## config.mk

```make
export PLATFORM = sky130hd
export DESIGN_NAME = task_delay_timer_table_top
export DESIGN_NICKNAME = d
export VERILOG_FILES = /design/src/design/tdt_pkg.sv /design/src/design/tdt_dp.sv /design/src/design/tdt_ctrl.sv /design/src/design/task_delay_timer_table_top.sv
export SDC_FILE = /design/constraint.sdc
export NUM_CORES = 2
export LEC_CHECK = 0
export BUFFER_PORTS_ARGS = -buffer_cell sky130_fd_sc_hd__buf_2
export CORE_MARGIN = 3
export CORE_UTILIZATION = 37
export CTS_CLUSTER_DIAMETER = 50
export DETAILED_ROUTE_END_ITERATION = 8
export HOLD_SLACK_MARGIN = 0.15
export PLACE_DENSITY = 0.61
export SLEW_MARGIN = 20
export SYNTH_ARGS = -nofsm -noshare
export SYNTH_HDL_FRONTEND = slang
export SYNTH_SLANG_ARGS = --single-unit
export TNS_END_PERCENT = 30
```

## constraint.sdc

```tcl
create_clock -name clk -period 7.17 [get_ports clk]
set_input_delay 0.3585 -clock clk [delete_from_list [all_inputs] [get_ports clk]]
set_output_delay 0.3585 -clock clk [all_outputs]
set_load 0.05 [all_outputs]
```

## src/design/tdt_pkg.sv

```systemverilog
// Shared constants, types and helpers for the task delay timer table.
package tdt_pkg;

	// Table size
	localparam int NUM_TASKS = 16;
	localparam int SLOT_W    = $clog2(NUM_TASKS);
	localparam int RANK_W    = SLOT_W;
	localparam int CNT_W     = $clog2(NUM_TASKS + 1);

	// Field widths
	localparam int TID_W      = 4;
	localparam int AMT_W      = 32;
	localparam int PART_W     = 8;
	localparam int TPS_W      = 14;
	localparam int KIND_W     = 3;
	localparam int OSLOT_W    = 4;
	localparam int IN_DATA_W  = 64;
	localparam int OUT_DATA_W = 8;

	// Conversion constants
	localparam int MS_PER_S   = 1000;
	localparam int S_PER_HOUR = 3600;
	localparam int S_PER_MIN  = 60;
	localparam int MAX_PART   = 59;
	localparam int TOT_W      = 20;              // h:m:s total in seconds, 921599 max
	localparam int PROD_W     = 48;              // delay times tick rate, three 16-bit digits
	localparam int REM_W      = 10;              // remainder of a divide by 1000

	// Divide by 1000 a 16-bit digit at a time: v / 1000 = (v >> 3) / 125,
	// and (v >> 3) / 125 = ((v >> 3) * RECIP_125) >> RECIP_SH for v < 2^26
	localparam int DIGIT_W    = 16;
	localparam int DIV_STEPS  = PROD_W / DIGIT_W;
	localparam int DIV_PRE_SH = 3;
	localparam int RECIP_125  = 8589935;         // ceil(2^30 / 125)
	localparam int RECIP_SH   = 30;
	localparam int DIV_MUL_W  = 47;              // 23-bit operand times 24-bit reciprocal
	localparam int DIV_CNT_W  = $clog2(2 * DIV_STEPS);

	localparam logic [TPS_W-1:0] TPS_RESET = TPS_W'(1000);

	// Input tdata layout
	localparam int TID_LSB = 0;
	localparam int AMT_LSB = TID_LSB + TID_W;
	localparam int HRS_LSB = AMT_LSB + AMT_W;
	localparam int MIN_LSB = HRS_LSB + PART_W;
	localparam int SEC_LSB = MIN_LSB + PART_W;

	typedef enum logic [1:0] {
		MODE_MS   = 2'd0,
		MODE_S    = 2'd1,
		MODE_HMS  = 2'd2,
		MODE_TICK = 2'd3
	} mode_t;

	typedef enum logic [KIND_W-1:0] {
		EV_BLOCKED    = 3'd0,
		EV_ZERO_DELAY = 3'd1,
		EV_HMS_ZERO   = 3'd2,
		EV_BAD_MIN    = 3'd3,
		EV_BAD_SEC    = 3'd4,
		EV_RELEASED   = 3'd5,
		EV_NO_RELEASE = 3'd6
	} ev_kind_t;

	typedef enum logic [1:0] {
		SEL_REQ   = 2'd0,
		SEL_FOUND = 2'd1,
		SEL_ZERO  = 2'd2
	} slot_sel_t;

	// Controller to datapath
	typedef struct packed {
		logic              latch;
		logic              calc_total;
		logic              mul;
		logic              div_est;
		logic              div_step;
		logic              sweep;
		logic              block;
		logic              unblock;
		logic              out_load;
		ev_kind_t          out_kind;
		logic              out_last;
		slot_sel_t         out_sel;
		logic [SLOT_W-1:0] idx;
		logic [RANK_W-1:0] scan;
	} tdt_cmd_t;

	// Datapath to controller
	typedef struct packed {
		mode_t            mode;
		logic             hms_zero;
		logic             bad_min;
		logic             bad_sec;
		logic             ticks_zero;
		logic             fire_now;
		logic             found;
		logic [CNT_W-1:0] count;
		logic             out_free;
	} tdt_sts_t;

	// Task id to slot, wrapped at the table size
	function automatic logic [SLOT_W-1:0] slot_of(input logic [TID_W-1:0] id);
		logic [SLOT_W-1:0] r;
		r = '0;
		for (int i = 0; i < 2 ** TID_W; i++) begin
			if (id == TID_W'(i))
				r = SLOT_W'(i % NUM_TASKS);
		end
		return r;
	endfunction

endpackage

```

## src/design/tdt_dp.sv

```systemverilog
// Datapath: tick conversion, divide by 1000, slot timer table and result register.
module tdt_dp (
	input  logic                           clk,
	input  logic                           arst_n,
	input  logic [tdt_pkg::IN_DATA_W-1:0]  s_tdata,
	input  logic [1:0]                     s_tuser,
	input  logic                           cfg_valid,
	input  logic [tdt_pkg::TPS_W-1:0]      cfg_data,
	input  logic                           m_tready,
	output logic                           m_tvalid,
	output logic [tdt_pkg::OUT_DATA_W-1:0] m_tdata,
	output logic [tdt_pkg::KIND_W-1:0]     m_tuser,
	output logic                           m_tlast,
	input  tdt_pkg::tdt_cmd_t              cmd,
	output tdt_pkg::tdt_sts_t              sts
);
	import tdt_pkg::*;

	// Request fields
	mode_t              mode_q;
	logic [SLOT_W-1:0]  slot_q;
	logic [AMT_W-1:0]   amount_q;
	logic [PART_W-1:0]  hours_q;
	logic [PART_W-1:0]  min_q;
	logic [PART_W-1:0]  sec_q;
	logic [TPS_W-1:0]   tps_q;

	// Conversion
	logic [TOT_W-1:0]   tot_q;
	logic [TOT_W-1:0]   tot_next;
	logic [PROD_W-1:0]  prod_q;
	logic [PROD_W-1:0]  product;
	logic [AMT_W-1:0]   mul_a;
	logic [REM_W-1:0]   div_rem_q;
	logic [REM_W+DIGIT_W-1:0] div_v;
	logic [DIV_MUL_W-1:0] div_prod;
	logic [DIGIT_W-1:0] digit_q;
	logic [AMT_W-1:0]   ticks_val;

	// Slot table
	logic [AMT_W-1:0]   ticks_q [NUM_TASKS];
	logic [RANK_W-1:0]  rank_q  [NUM_TASKS];
	logic [NUM_TASKS-1:0] blocked_q;
	logic [NUM_TASKS-1:0] fired_q;
	logic [CNT_W-1:0]   count_q;
	logic [AMT_W-1:0]   cur_ticks;
	logic               cur_blk;
	logic               fire_now;
	logic [RANK_W-1:0]  req_rank;
	logic               req_blk;
	logic [NUM_TASKS-1:0] hit;
	logic [SLOT_W-1:0]  found_slot;

	// Result register
	logic                    ovalid_q;
	ev_kind_t                okind_q;
	logic [OSLOT_W-1:0]      oslot_q;
	logic                    olast_q;
	logic [SLOT_W-1:0]       out_slot;
	logic [SLOT_W+OSLOT_W-1:0] out_slot_ext;

	// Tick rate register
	always_ff @(posedge clk or negedge arst_n) begin
		if (!arst_n) begin
			tps_q <= TPS_RESET;
		end else if (cfg_valid) begin
			tps_q <= cfg_data;
		end
	end

	// Conversion arithmetic
	assign tot_next = TOT_W'(hours_q) * TOT_W'(S_PER_HOUR)
		+ TOT_W'(min_q) * TOT_W'(S_PER_MIN) + TOT_W'(sec_q);
	assign mul_a    = (mode_q == MODE_HMS) ? AMT_W'(tot_q) : amount_q;
	assign product  = PROD_W'(mul_a) * PROD_W'(tps_q);
	assign ticks_val = (|prod_q[PROD_W-1:AMT_W]) ? '1 : prod_q[AMT_W-1:0];

	// Partial remainder joined with the next digit, and its quotient by reciprocal
	assign div_v    = {div_rem_q, prod_q[PROD_W-1 -: DIGIT_W]};
	assign div_prod = DIV_MUL_W'(div_v[REM_W+DIGIT_W-1:DIV_PRE_SH]) * DIV_MUL_W'(RECIP_125);

	// Request latch, multiply and digit-wise divide by 1000 (quotient shifts into prod_q)
	always_ff @(posedge clk) begin
		if (cmd.latch) begin
			mode_q   <= mode_t'(s_tuser);
			slot_q   <= slot_of(s_tdata[TID_LSB +: TID_W]);
			amount_q <= s_tdata[AMT_LSB +: AMT_W];
			hours_q  <= s_tdata[HRS_LSB +: PART_W];
			min_q    <= s_tdata[MIN_LSB +: PART_W];
			sec_q    <= s_tdata[SEC_LSB +: PART_W];
		end
		if (cmd.calc_total)
			tot_q <= tot_next;
		if (cmd.div_est)
			digit_q <= div_prod[RECIP_SH +: DIGIT_W];
		if (cmd.mul) begin
			prod_q    <= product;
			div_rem_q <= '0;
		end else if (cmd.div_step) begin
			prod_q    <= {prod_q[PROD_W-DIGIT_W-1:0], digit_q};
			div_rem_q <= REM_W'(div_v - (REM_W+DIGIT_W)'(digit_q)
				* (REM_W+DIGIT_W)'(MS_PER_S));
		end
	end

	// Table reads
	assign cur_ticks = ticks_q[cmd.idx];
	assign cur_blk   = blocked_q[cmd.idx];
	assign fire_now  = cur_blk && (cur_ticks == AMT_W'(1));
	assign req_rank  = rank_q[slot_q];
	assign req_blk   = blocked_q[slot_q];

	// Fired slot holding the scanned rank
	always_comb begin
		found_slot = '0;
		for (int j = 0; j < NUM_TASKS; j++) begin
			hit[j] = fired_q[j] && blocked_q[j] && (rank_q[j] == cmd.scan);
			if (hit[j])
				found_slot = SLOT_W'(j);
		end
	end

	// Block state, order ranks and fired marks
	always_ff @(posedge clk or negedge arst_n) begin
		if (!arst_n) begin
			blocked_q <= '0;
			fired_q   <= '0;
			count_q   <= '0;
			for (int j = 0; j < NUM_TASKS; j++)
				rank_q[j] <= '0;
		end else begin
			if (cmd.sweep)
				fired_q[cmd.idx] <= fire_now;
			if (cmd.block) begin
				// a re-blocked slot leaves its place in the order first
				for (int j = 0; j < NUM_TASKS; j++) begin
					if (req_blk && blocked_q[j] && (rank_q[j] > req_rank))
						rank_q[j] <= rank_q[j] - 1'b1;
				end
				rank_q[slot_q]    <= req_blk ? RANK_W'(count_q - 1'b1) : RANK_W'(count_q);
				blocked_q[slot_q] <= 1'b1;
				if (!req_blk)
					count_q <= count_q + 1'b1;
			end
			if (cmd.unblock) begin
				for (int j = 0; j < NUM_TASKS; j++) begin
					if (blocked_q[j] && (rank_q[j] > cmd.scan))
						rank_q[j] <= rank_q[j] - 1'b1;
				end
				rank_q[found_slot]    <= '0;
				blocked_q[found_slot] <= 1'b0;
				fired_q[found_slot]   <= 1'b0;
				count_q               <= count_q - 1'b1;
			end
		end
	end

	// Remaining tick counts
	always_ff @(posedge clk) begin
		if (cmd.sweep && cur_blk && (cur_ticks != '0))
			ticks_q[cmd.idx] <= cur_ticks - 1'b1;
		if (cmd.block)
			ticks_q[slot_q] <= ticks_val;
	end

	// Result slot select
	always_comb begin
		unique case (cmd.out_sel)
			SEL_REQ:   out_slot = slot_q;
			SEL_FOUND: out_slot = found_slot;
			SEL_ZERO:  out_slot = '0;
			default:   out_slot = '0;
		endcase
	end
	assign out_slot_ext = {{OSLOT_W{1'b0}}, out_slot};

	// Result register
	always_ff @(posedge clk or negedge arst_n) begin
		if (!arst_n) begin
			ovalid_q <= 1'b0;
		end else if (cmd.out_load) begin
			ovalid_q <= 1'b1;
		end else if (m_tready) begin
			ovalid_q <= 1'b0;
		end
	end

	always_ff @(posedge clk) begin
		if (cmd.out_load) begin
			okind_q <= cmd.out_kind;
			oslot_q <= out_slot_ext[OSLOT_W-1:0];
			olast_q <= cmd.out_last;
		end
	end

	assign m_tvalid = ovalid_q;
	assign m_tdata  = {{(OUT_DATA_W-OSLOT_W){1'b0}}, oslot_q};
	assign m_tuser  = okind_q;
	assign m_tlast  = olast_q;

	// Status
	assign sts.mode       = mode_q;
	assign sts.hms_zero   = (hours_q == '0) && (min_q == '0) && (sec_q == '0);
	assign sts.bad_min    = (min_q > PART_W'(MAX_PART));
	assign sts.bad_sec    = (sec_q > PART_W'(MAX_PART));
	assign sts.ticks_zero = (ticks_val == '0);
	assign sts.fire_now   = fire_now;
	assign sts.found      = |hit;
	assign sts.count      = count_q;
	assign sts.out_free   = !ovalid_q || m_tready;

endmodule

```

## src/design/tdt_ctrl.sv

```systemverilog
// Controller: sequences conversion, divide, tick sweep and release scan.
module tdt_ctrl (
	input  logic              clk,
	input  logic              arst_n,
	input  logic              s_tvalid,
	input  logic [1:0]        s_tuser,
	output logic              s_tready,
	output tdt_pkg::tdt_cmd_t cmd,
	input  tdt_pkg::tdt_sts_t sts
);
	import tdt_pkg::*;

	typedef enum logic [2:0] {
		ST_IDLE,
		ST_CHECK,
		ST_MUL,
		ST_DIV,
		ST_FIN,
		ST_SWEEP,
		ST_NONE,
		ST_SCAN
	} state_t;

	state_t               state_q;
	logic [SLOT_W-1:0]    idx_q;
	logic [RANK_W-1:0]    scan_q;
	logic [CNT_W-1:0]     nfire_q;
	logic [DIV_CNT_W-1:0] div_cnt_q;
	logic                 accept;
	logic                 hms_err;

	assign accept   = s_tvalid && (state_q == ST_IDLE);
	assign s_tready = (state_q == ST_IDLE);
	assign hms_err  = sts.hms_zero || sts.bad_min || sts.bad_sec;

	// Commands
	always_comb begin
		cmd          = '0;
		cmd.idx      = idx_q;
		cmd.scan     = scan_q;
		cmd.out_kind = EV_BLOCKED;
		cmd.out_sel  = SEL_REQ;
		unique case (state_q)
			ST_IDLE: begin
				cmd.latch = accept;
			end
			ST_CHECK: begin
				cmd.calc_total = 1'b1;
				if (hms_err && sts.out_free) begin
					cmd.out_load = 1'b1;
					cmd.out_last = 1'b1;
					priority if (sts.hms_zero)
						cmd.out_kind = EV_HMS_ZERO;
					else if (sts.bad_min)
						cmd.out_kind = EV_BAD_MIN;
					else
						cmd.out_kind = EV_BAD_SEC;
				end
			end
			ST_MUL: begin
				cmd.mul = 1'b1;
			end
			ST_DIV: begin
				// even count: estimate the digit, odd count: shift it in
				cmd.div_est  = !div_cnt_q[0];
				cmd.div_step = div_cnt_q[0];
			end
			ST_FIN: begin
				if (sts.out_free) begin
					cmd.out_load = 1'b1;
					cmd.out_last = 1'b1;
					cmd.out_kind = sts.ticks_zero ? EV_ZERO_DELAY : EV_BLOCKED;
					cmd.block    = !sts.ticks_zero;
				end
			end
			ST_SWEEP: begin
				cmd.sweep = 1'b1;
			end
			ST_NONE: begin
				if (sts.out_free) begin
					cmd.out_load = 1'b1;
					cmd.out_last = 1'b1;
					cmd.out_kind = EV_NO_RELEASE;
					cmd.out_sel  = SEL_ZERO;
				end
			end
			ST_SCAN: begin
				if (sts.found && sts.out_free) begin
					cmd.out_load = 1'b1;
					cmd.out_last = (nfire_q == CNT_W'(1));
					cmd.out_kind = EV_RELEASED;
					cmd.out_sel  = SEL_FOUND;
					cmd.unblock  = 1'b1;
				end
			end
			default: ;
		endcase
	end

	// State and counters
	always_ff @(posedge clk or negedge arst_n) begin
		if (!arst_n) begin
			state_q   <= ST_IDLE;
			idx_q     <= '0;
			scan_q    <= '0;
			nfire_q   <= '0;
			div_cnt_q <= '0;
		end else begin
			unique case (state_q)
				ST_IDLE: begin
					if (accept) begin
						unique case (mode_t'(s_tuser))
							MODE_TICK: begin
								state_q <= ST_SWEEP;
								idx_q   <= '0;
								nfire_q <= '0;
							end
							MODE_HMS: state_q <= ST_CHECK;
							default:  state_q <= ST_MUL;
						endcase
					end
				end
				ST_CHECK: begin
					if (!hms_err)
						state_q <= ST_MUL;
					else if (sts.out_free)
						state_q <= ST_IDLE;
				end
				ST_MUL: begin
					div_cnt_q <= '0;
					state_q   <= (sts.mode == MODE_MS) ? ST_DIV : ST_FIN;
				end
				ST_DIV: begin
					div_cnt_q <= div_cnt_q + 1'b1;
					if (div_cnt_q == DIV_CNT_W'(2 * DIV_STEPS - 1))
						state_q <= ST_FIN;
				end
				ST_FIN: begin
					if (sts.out_free)
						state_q <= ST_IDLE;
				end
				ST_SWEEP: begin
					nfire_q <= nfire_q + CNT_W'(sts.fire_now);
					idx_q   <= idx_q + 1'b1;
					if (idx_q == SLOT_W'(NUM_TASKS - 1)) begin
						scan_q  <= RANK_W'(sts.count - 1'b1);
						state_q <= ((nfire_q == '0) && !sts.fire_now) ? ST_NONE : ST_SCAN;
					end
				end
				ST_NONE: begin
					if (sts.out_free)
						state_q <= ST_IDLE;
				end
				ST_SCAN: begin
					// walk ranks from newest to oldest; all fired slots sit below count
					if (!sts.found) begin
						scan_q <= scan_q - 1'b1;
					end else if (sts.out_free) begin
						nfire_q <= nfire_q - 1'b1;
						scan_q  <= scan_q - 1'b1;
						if (nfire_q == CNT_W'(1))
							state_q <= ST_IDLE;
					end
				end
				default: state_q <= ST_IDLE;
			endcase
		end
	end

endmodule

```

## src/design/task_delay_timer_table_top.sv

```systemverilog
// Top level of the task delay timer table: controller, datapath and checks.
//
// Channel   Dir  Handshake           Contents
// s_*       in   s_tvalid/s_tready   tuser=mode, tdata=task_id,amount,hours,minutes,seconds
// m_*       out  m_tvalid/m_tready   tuser=event_kind, tdata=task_slot, tlast=last
// cfg_*     in   cfg_valid/cfg_ready ticks_per_second
//
// Between accepted requests, an h:m:s delay is checked first (a rejected one ends there) and
// an ms delay goes through a three-digit divide by 1000, estimating then shifting in each digit.
// A tick sweeps all NUM_TASKS slots, then either reports no release or scans ranks from the
// newest down to the oldest fired slot (at most NUM_TASKS ranks).
// The sequence stalls only while the result register is full and m_tready is low.
// Reset clears the block flags, ranks, count and result valid; tick rate returns to 1000.
// The result register lets the next request be taken while the last result waits.
module task_delay_timer_table_top (
	input  logic                           clk,
	input  logic                           arst_n,
	input  logic                           s_tvalid,
	output logic                           s_tready,
	// [3:0] task_id, [35:4] amount, [43:36] hours, [51:44] minutes_part,
	// [59:52] seconds_part, [63:60] zero
	input  logic [tdt_pkg::IN_DATA_W-1:0]  s_tdata,
	// [1:0] mode
	input  logic [1:0]                     s_tuser,
	output logic                           m_tvalid,
	input  logic                           m_tready,
	// [3:0] task_slot, [7:4] zero
	output logic [tdt_pkg::OUT_DATA_W-1:0] m_tdata,
	// [2:0] event_kind
	output logic [tdt_pkg::KIND_W-1:0]     m_tuser,
	output logic                           m_tlast,
	input  logic                           cfg_valid,
	output logic                           cfg_ready,
	input  logic [tdt_pkg::TPS_W-1:0]      cfg_data
);
	import tdt_pkg::*;

	tdt_cmd_t cmd;
	tdt_sts_t sts;

	assign cfg_ready = 1'b1;

	tdt_ctrl u_ctrl (
		.clk      (clk),
		.arst_n   (arst_n),
		.s_tvalid (s_tvalid),
		.s_tuser  (s_tuser),
		.s_tready (s_tready),
		.cmd      (cmd),
		.sts      (sts)
	);

	tdt_dp u_dp (
		.clk       (clk),
		.arst_n    (arst_n),
		.s_tdata   (s_tdata),
		.s_tuser   (s_tuser),
		.cfg_valid (cfg_valid),
		.cfg_data  (cfg_data),
		.m_tready  (m_tready),
		.m_tvalid  (m_tvalid),
		.m_tdata   (m_tdata),
		.m_tuser   (m_tuser),
		.m_tlast   (m_tlast),
		.cmd       (cmd),
		.sts       (sts)
	);

`ifndef SYNTHESIS
	// A result never overwrites one still waiting
	a_no_overwrite: assert property (@(posedge clk) disable iff (!arst_n)
		cmd.out_load |-> sts.out_free)
		else $error("result loaded over a pending result");

	// Each release removes exactly one slot from the blocked count
	a_release_count: assert property (@(posedge clk) disable iff (!arst_n)
		cmd.unblock |=> sts.count == $past(sts.count) - 1'b1)
		else $error("blocked count not reduced by release");

	// A fired slot can only be found while something is blocked
	a_found_blocked: assert property (@(posedge clk) disable iff (!arst_n)
		sts.found |-> sts.count != '0)
		else $error("fired slot found with empty table");

	// Blocking and releasing are never commanded together
	a_cmd_excl: assert property (@(posedge clk) disable iff (!arst_n)
		cmd.block |-> !cmd.unblock && !cmd.sweep)
		else $error("conflicting table commands");
`endif

endmodule

```

==> impl_metrics.env <==
export IMPL_setup_viol=0
export IMPL_grtUsageMet2=0.3370
export IMPL_fin_crit_sh=0.9974
export IMPL_fp_coreArea_sq_um=169700
export IMPL_r2r_setup_slack_ps=20
export IMPL_avgViaCountPerCell=5.385
export IMPL_whs_ps=190.3
export IMPL_postLayoutCellArea_sq_um=73020
export IMPL_r2r_start="u_dp.mode_q[0]"
export IMPL_skew_ps=55.38
export IMPL_placed_area_sq_um=67980
export IMPL_antenna_found_initial=0
export IMPL_synthAdderAreaFrac=0.2925
export IMPL_vias=43500
export IMPL_fill_cells=15680
export IMPL_r2r_end="u_dp.prod_q[42]"
export IMPL_ys_types=82
export IMPL_hold_viol=0
export IMPL_ys_flop_type="edfxtp_1"
export IMPL_grt_pass1_vias=45540
export IMPL_period_needed_ps=7151
export IMPL_r2r_cells=25
export IMPL_synth_cells=5424
export IMPL_antenna_left=0
export IMPL_synth_area_sq_um=63260
export IMPL_rsz0062_at_grt="true"
export IMPL_tightest_slew_ps=1166
export IMPL_worstPathRequired_ps=7690
export IMPL_clk_insertion_delay_late_ps=730
export IMPL_htreeDepth=3
export IMPL_globalplace_congestion=0.9002
export IMPL_synth_compound_area_frac=0.07840
export IMPL_synth_top_area_frac=0.3152
export IMPL_busiest_layer="met2"
export IMPL_layout_nets=7015
export IMPL_syn_area_per_cell_sq_um=11.66
export IMPL_track_usage=0.2007
export IMPL_drive_gt1_frac=0.1565
export IMPL_worstHoldPathCells=3
export IMPL_dp_cells=7782
export IMPL_fmax_mhz=139.8
export IMPL_globalRouteMet1Util=0.2714
export IMPL_maxCapViolations=0
export IMPL_grt_max_degree=95
export IMPL_synthTopCellsByArea="edfxtp_1 (32%), fa_1 (17%), ha_1 (12%)"
export IMPL_seq_area_sq_um=23550
export IMPL_cts_root_buf="clkbuf_16"
export IMPL_yosys_warnings=0
export IMPL_path_max_fanout=7
export IMPL_routedWlPerCell_um=21.61
export IMPL_rows=151
export IMPL_slew_viol_final=0
export IMPL_min_path_type="in -> reg"
export IMPL_chipWidth_um=419.5
export IMPL_synthMuxAreaShare=0.07418
export IMPL_num_io_pins=100
export IMPL_grt_util_met3=0.02371
export IMPL_synth_edf_count=664
export IMPL_ys_ff_latch=810
export IMPL_cts_clk_slew_worst_paths_ps=60
export IMPL_cp_arrival_ps=7670
export IMPL_hpwl_um=125900
export IMPL_fin_tns_setup_ps=0
export IMPL_layout_area_overhead_vs_synth_pct=15.41
export IMPL_die_area_sq_um=176000
export IMPL_setup_worst_path_class="reg -> reg"
export IMPL_synth_xor_area_frac=0.02229
export IMPL_cts_buffers=98
export IMPL_maxSlewHeadroom=0.2168
export IMPL_cts_sinks=810
export IMPL_endpoint_kind="flip-flop"
export IMPL_cts_tree="yes"
export IMPL_min_delay_start="m_tready"
export IMPL_drt_pass1_iterations=5
export IMPL_overflow=0
export IMPL_die_h_um=419.5
export IMPL_yosysSeqAreaShare=0.3721
export IMPL_drt_iter0_markers=3684
export IMPL_fin_cells=8079
export IMPL_cp_start_kind="flip-flop"
export IMPL_min_to="u_dp.m_tvalid"
export IMPL_synth_top_area_cell="edfxtp_1"
export IMPL_status="finished, final reports clean"
export IMPL_wl_um=174600
export IMPL_initial_core_util=0.3729
export IMPL_drcViolationCount=0
export IMPL_yosys_area_share_simple=0.09837
export IMPL_synth_top_family_by_area="adder cells"
export IMPL_grt_pass1_wl_um=272000
export IMPL_multiInputGateArea_sq_um=36740
export IMPL_async_flop_share=0.1654
export IMPL_port_buffers=90
export IMPL_cts_buffer_depth=3
-- flip-flops by register name, summed over array words and instances (netlist names), 4 cells and up --
signal	flops
u_dp.slot_q	4
u_dp.amount_q	32
u_dp.min_q	8
u_dp.rank_q	64
u_dp.hours_q	8
u_dp.fired_q	16
u_dp.digit_q	16
u_dp.tot_q	20
u_dp.sec_q	8
u_ctrl.idx_q	4
u_dp.prod_q	48
u_ctrl.scan_q	4
u_dp.oslot_q	4
u_dp.count_q	4
u_dp.tps_q	14
u_ctrl.nfire_q	5
u_dp.div_rem_q	10
u_dp.ticks_q	512
u_dp.blocked_q	16
-- how the worst max path moves through the flow --
stage / end / startpoint / slack, ps / depth (start not counted)
2_1_floorplan: u_dp.prod_q[42] / u_dp.mode_q[0] / 2 / 29
3_3_place_gp: u_dp.prod_q[42] / u_dp.mode_q[1] / -280 / 24
3_5_place_dp: u_dp.prod_q[42] / u_dp.mode_q[1] / -420 / 24
4_1_cts: u_dp.prod_q[42] / u_dp.mode_q[0] / -110 / 25
5_1_grt: u_dp.prod_q[42] / u_dp.mode_q[0] / -230 / 25
6_report: u_dp.prod_q[42] / u_dp.mode_q[0] / 20 / 25
-- cells by family after synthesis --
group                      Yosys count
DFF                                810
other                                2
xor gates and xnor gates           161
buffers and inverters             1015
AOI/OAI and AO/OA                  780
and+or+nand+nor                   1275
adders and majority gates         1154
muxes                              227
-- layer usage --
layer  wire length (um)  part of all wire  vias to the layer above
met5                  0                 0                        -
met4               6015             0.034                        0
met3              10870             0.062                      306
met2              83970              0.48                     1509
met1              73740              0.42                    22080
li1                   -                 -                    19610
-- stage by stage --
stage,utilization,worst slack (ps)
2_1_floorplan,-,1.966
4_1_cts,0.4272,-112.3
6_report,0.4304,18.94
3_3_place_gp,0.4006,-283.9
3_5_place_dp,0.4007,-421.9
5_1_grt,0.4303,-225.2
-- final cells by class --
class                   instances  share of cell area
diodes                          1          0.00003427
inverters                     803             0.04130
flip-flops and latches        810              0.3225
clock inverters                78             0.01188
multi-input cells            3604              0.5032
well taps                    2218             0.03801
clock buffers                 106             0.03414
repair buffers                459             0.04892
-- cells in the mapped netlist (all sizes together) (21+ instances only) --
| cell type | n |
|---|---|
| mux4 | 190 |
| edfxtp | 664 |
| clkbuf | 171 |
| and2 | 156 |
| nand2b | 25 |
| o21ai | 191 |
| mux2 | 35 |
| fa | 542 |
| xnor2 | 116 |
| dfrtp | 128 |
| o22ai | 45 |
| and3 | 82 |
| nor3 | 90 |
| o21a | 79 |
| buf | 41 |
| nor2b | 64 |
| inv | 803 |
| nor2 | 204 |
| a21oi | 201 |
| xor2 | 45 |
| a21o | 50 |
| nand4 | 67 |
| a31oi | 21 |
| nor4 | 23 |
| nand2 | 467 |
| o2111ai | 26 |
| ha | 612 |
| nand3 | 52 |
-- what timing repair did --
item,in CTS,in global routing
setup endpoints to repair,24,30
pin swaps,23,110
gates cloned,2,0
hold endpoints to repair,158,0
resized for setup,27,131
hold buffers,92,0
setup buffers,11,10
-- critical path, stage by stage (launching register included) --
cell and delay (ps):
edfxtp_1 400, nand2b_4 240, buf_6 170, mux2_4 340, buf_4 180, nand2_1 90, fa_1 420, fa_1 520
inv_1 50, fa_1 500, fa_1 500, fa_1 500, inv_2 40, fa_1 510, inv_2 50, ha_4 210
a21o_1 180, a31oi_4 200, a21boi_4 240, a31oi_4 120, o22ai_4 220, o211ai_1 170, a311oi_2 430, o211ai_1 200
a2111o_1 400, o311ai_1 90
-- cell usage in the layout (no fill, tap or decap), drive strengths merged, types with 36 or more instances in the layout --
cell         count
a21oi          201
nor2           204
ha             612
a21o            50
buf            366
inv            822
fa             542
o21a            79
nand3           52
nand4           67
clkinv          48
dlygate4sd3     92
nor3            90
clkbuf         107
edfxtp         664
mux4           190
nor2b           64
dfrtp          128
nand2          467
mux2            36
xor2            45
o22ai           45
and2           156
xnor2          116
o21ai          191
and3            82
Power is left out: the tool's default activity adds up to more than one toggle a clock period on the data nets, which glitch-free logic cannot reach.
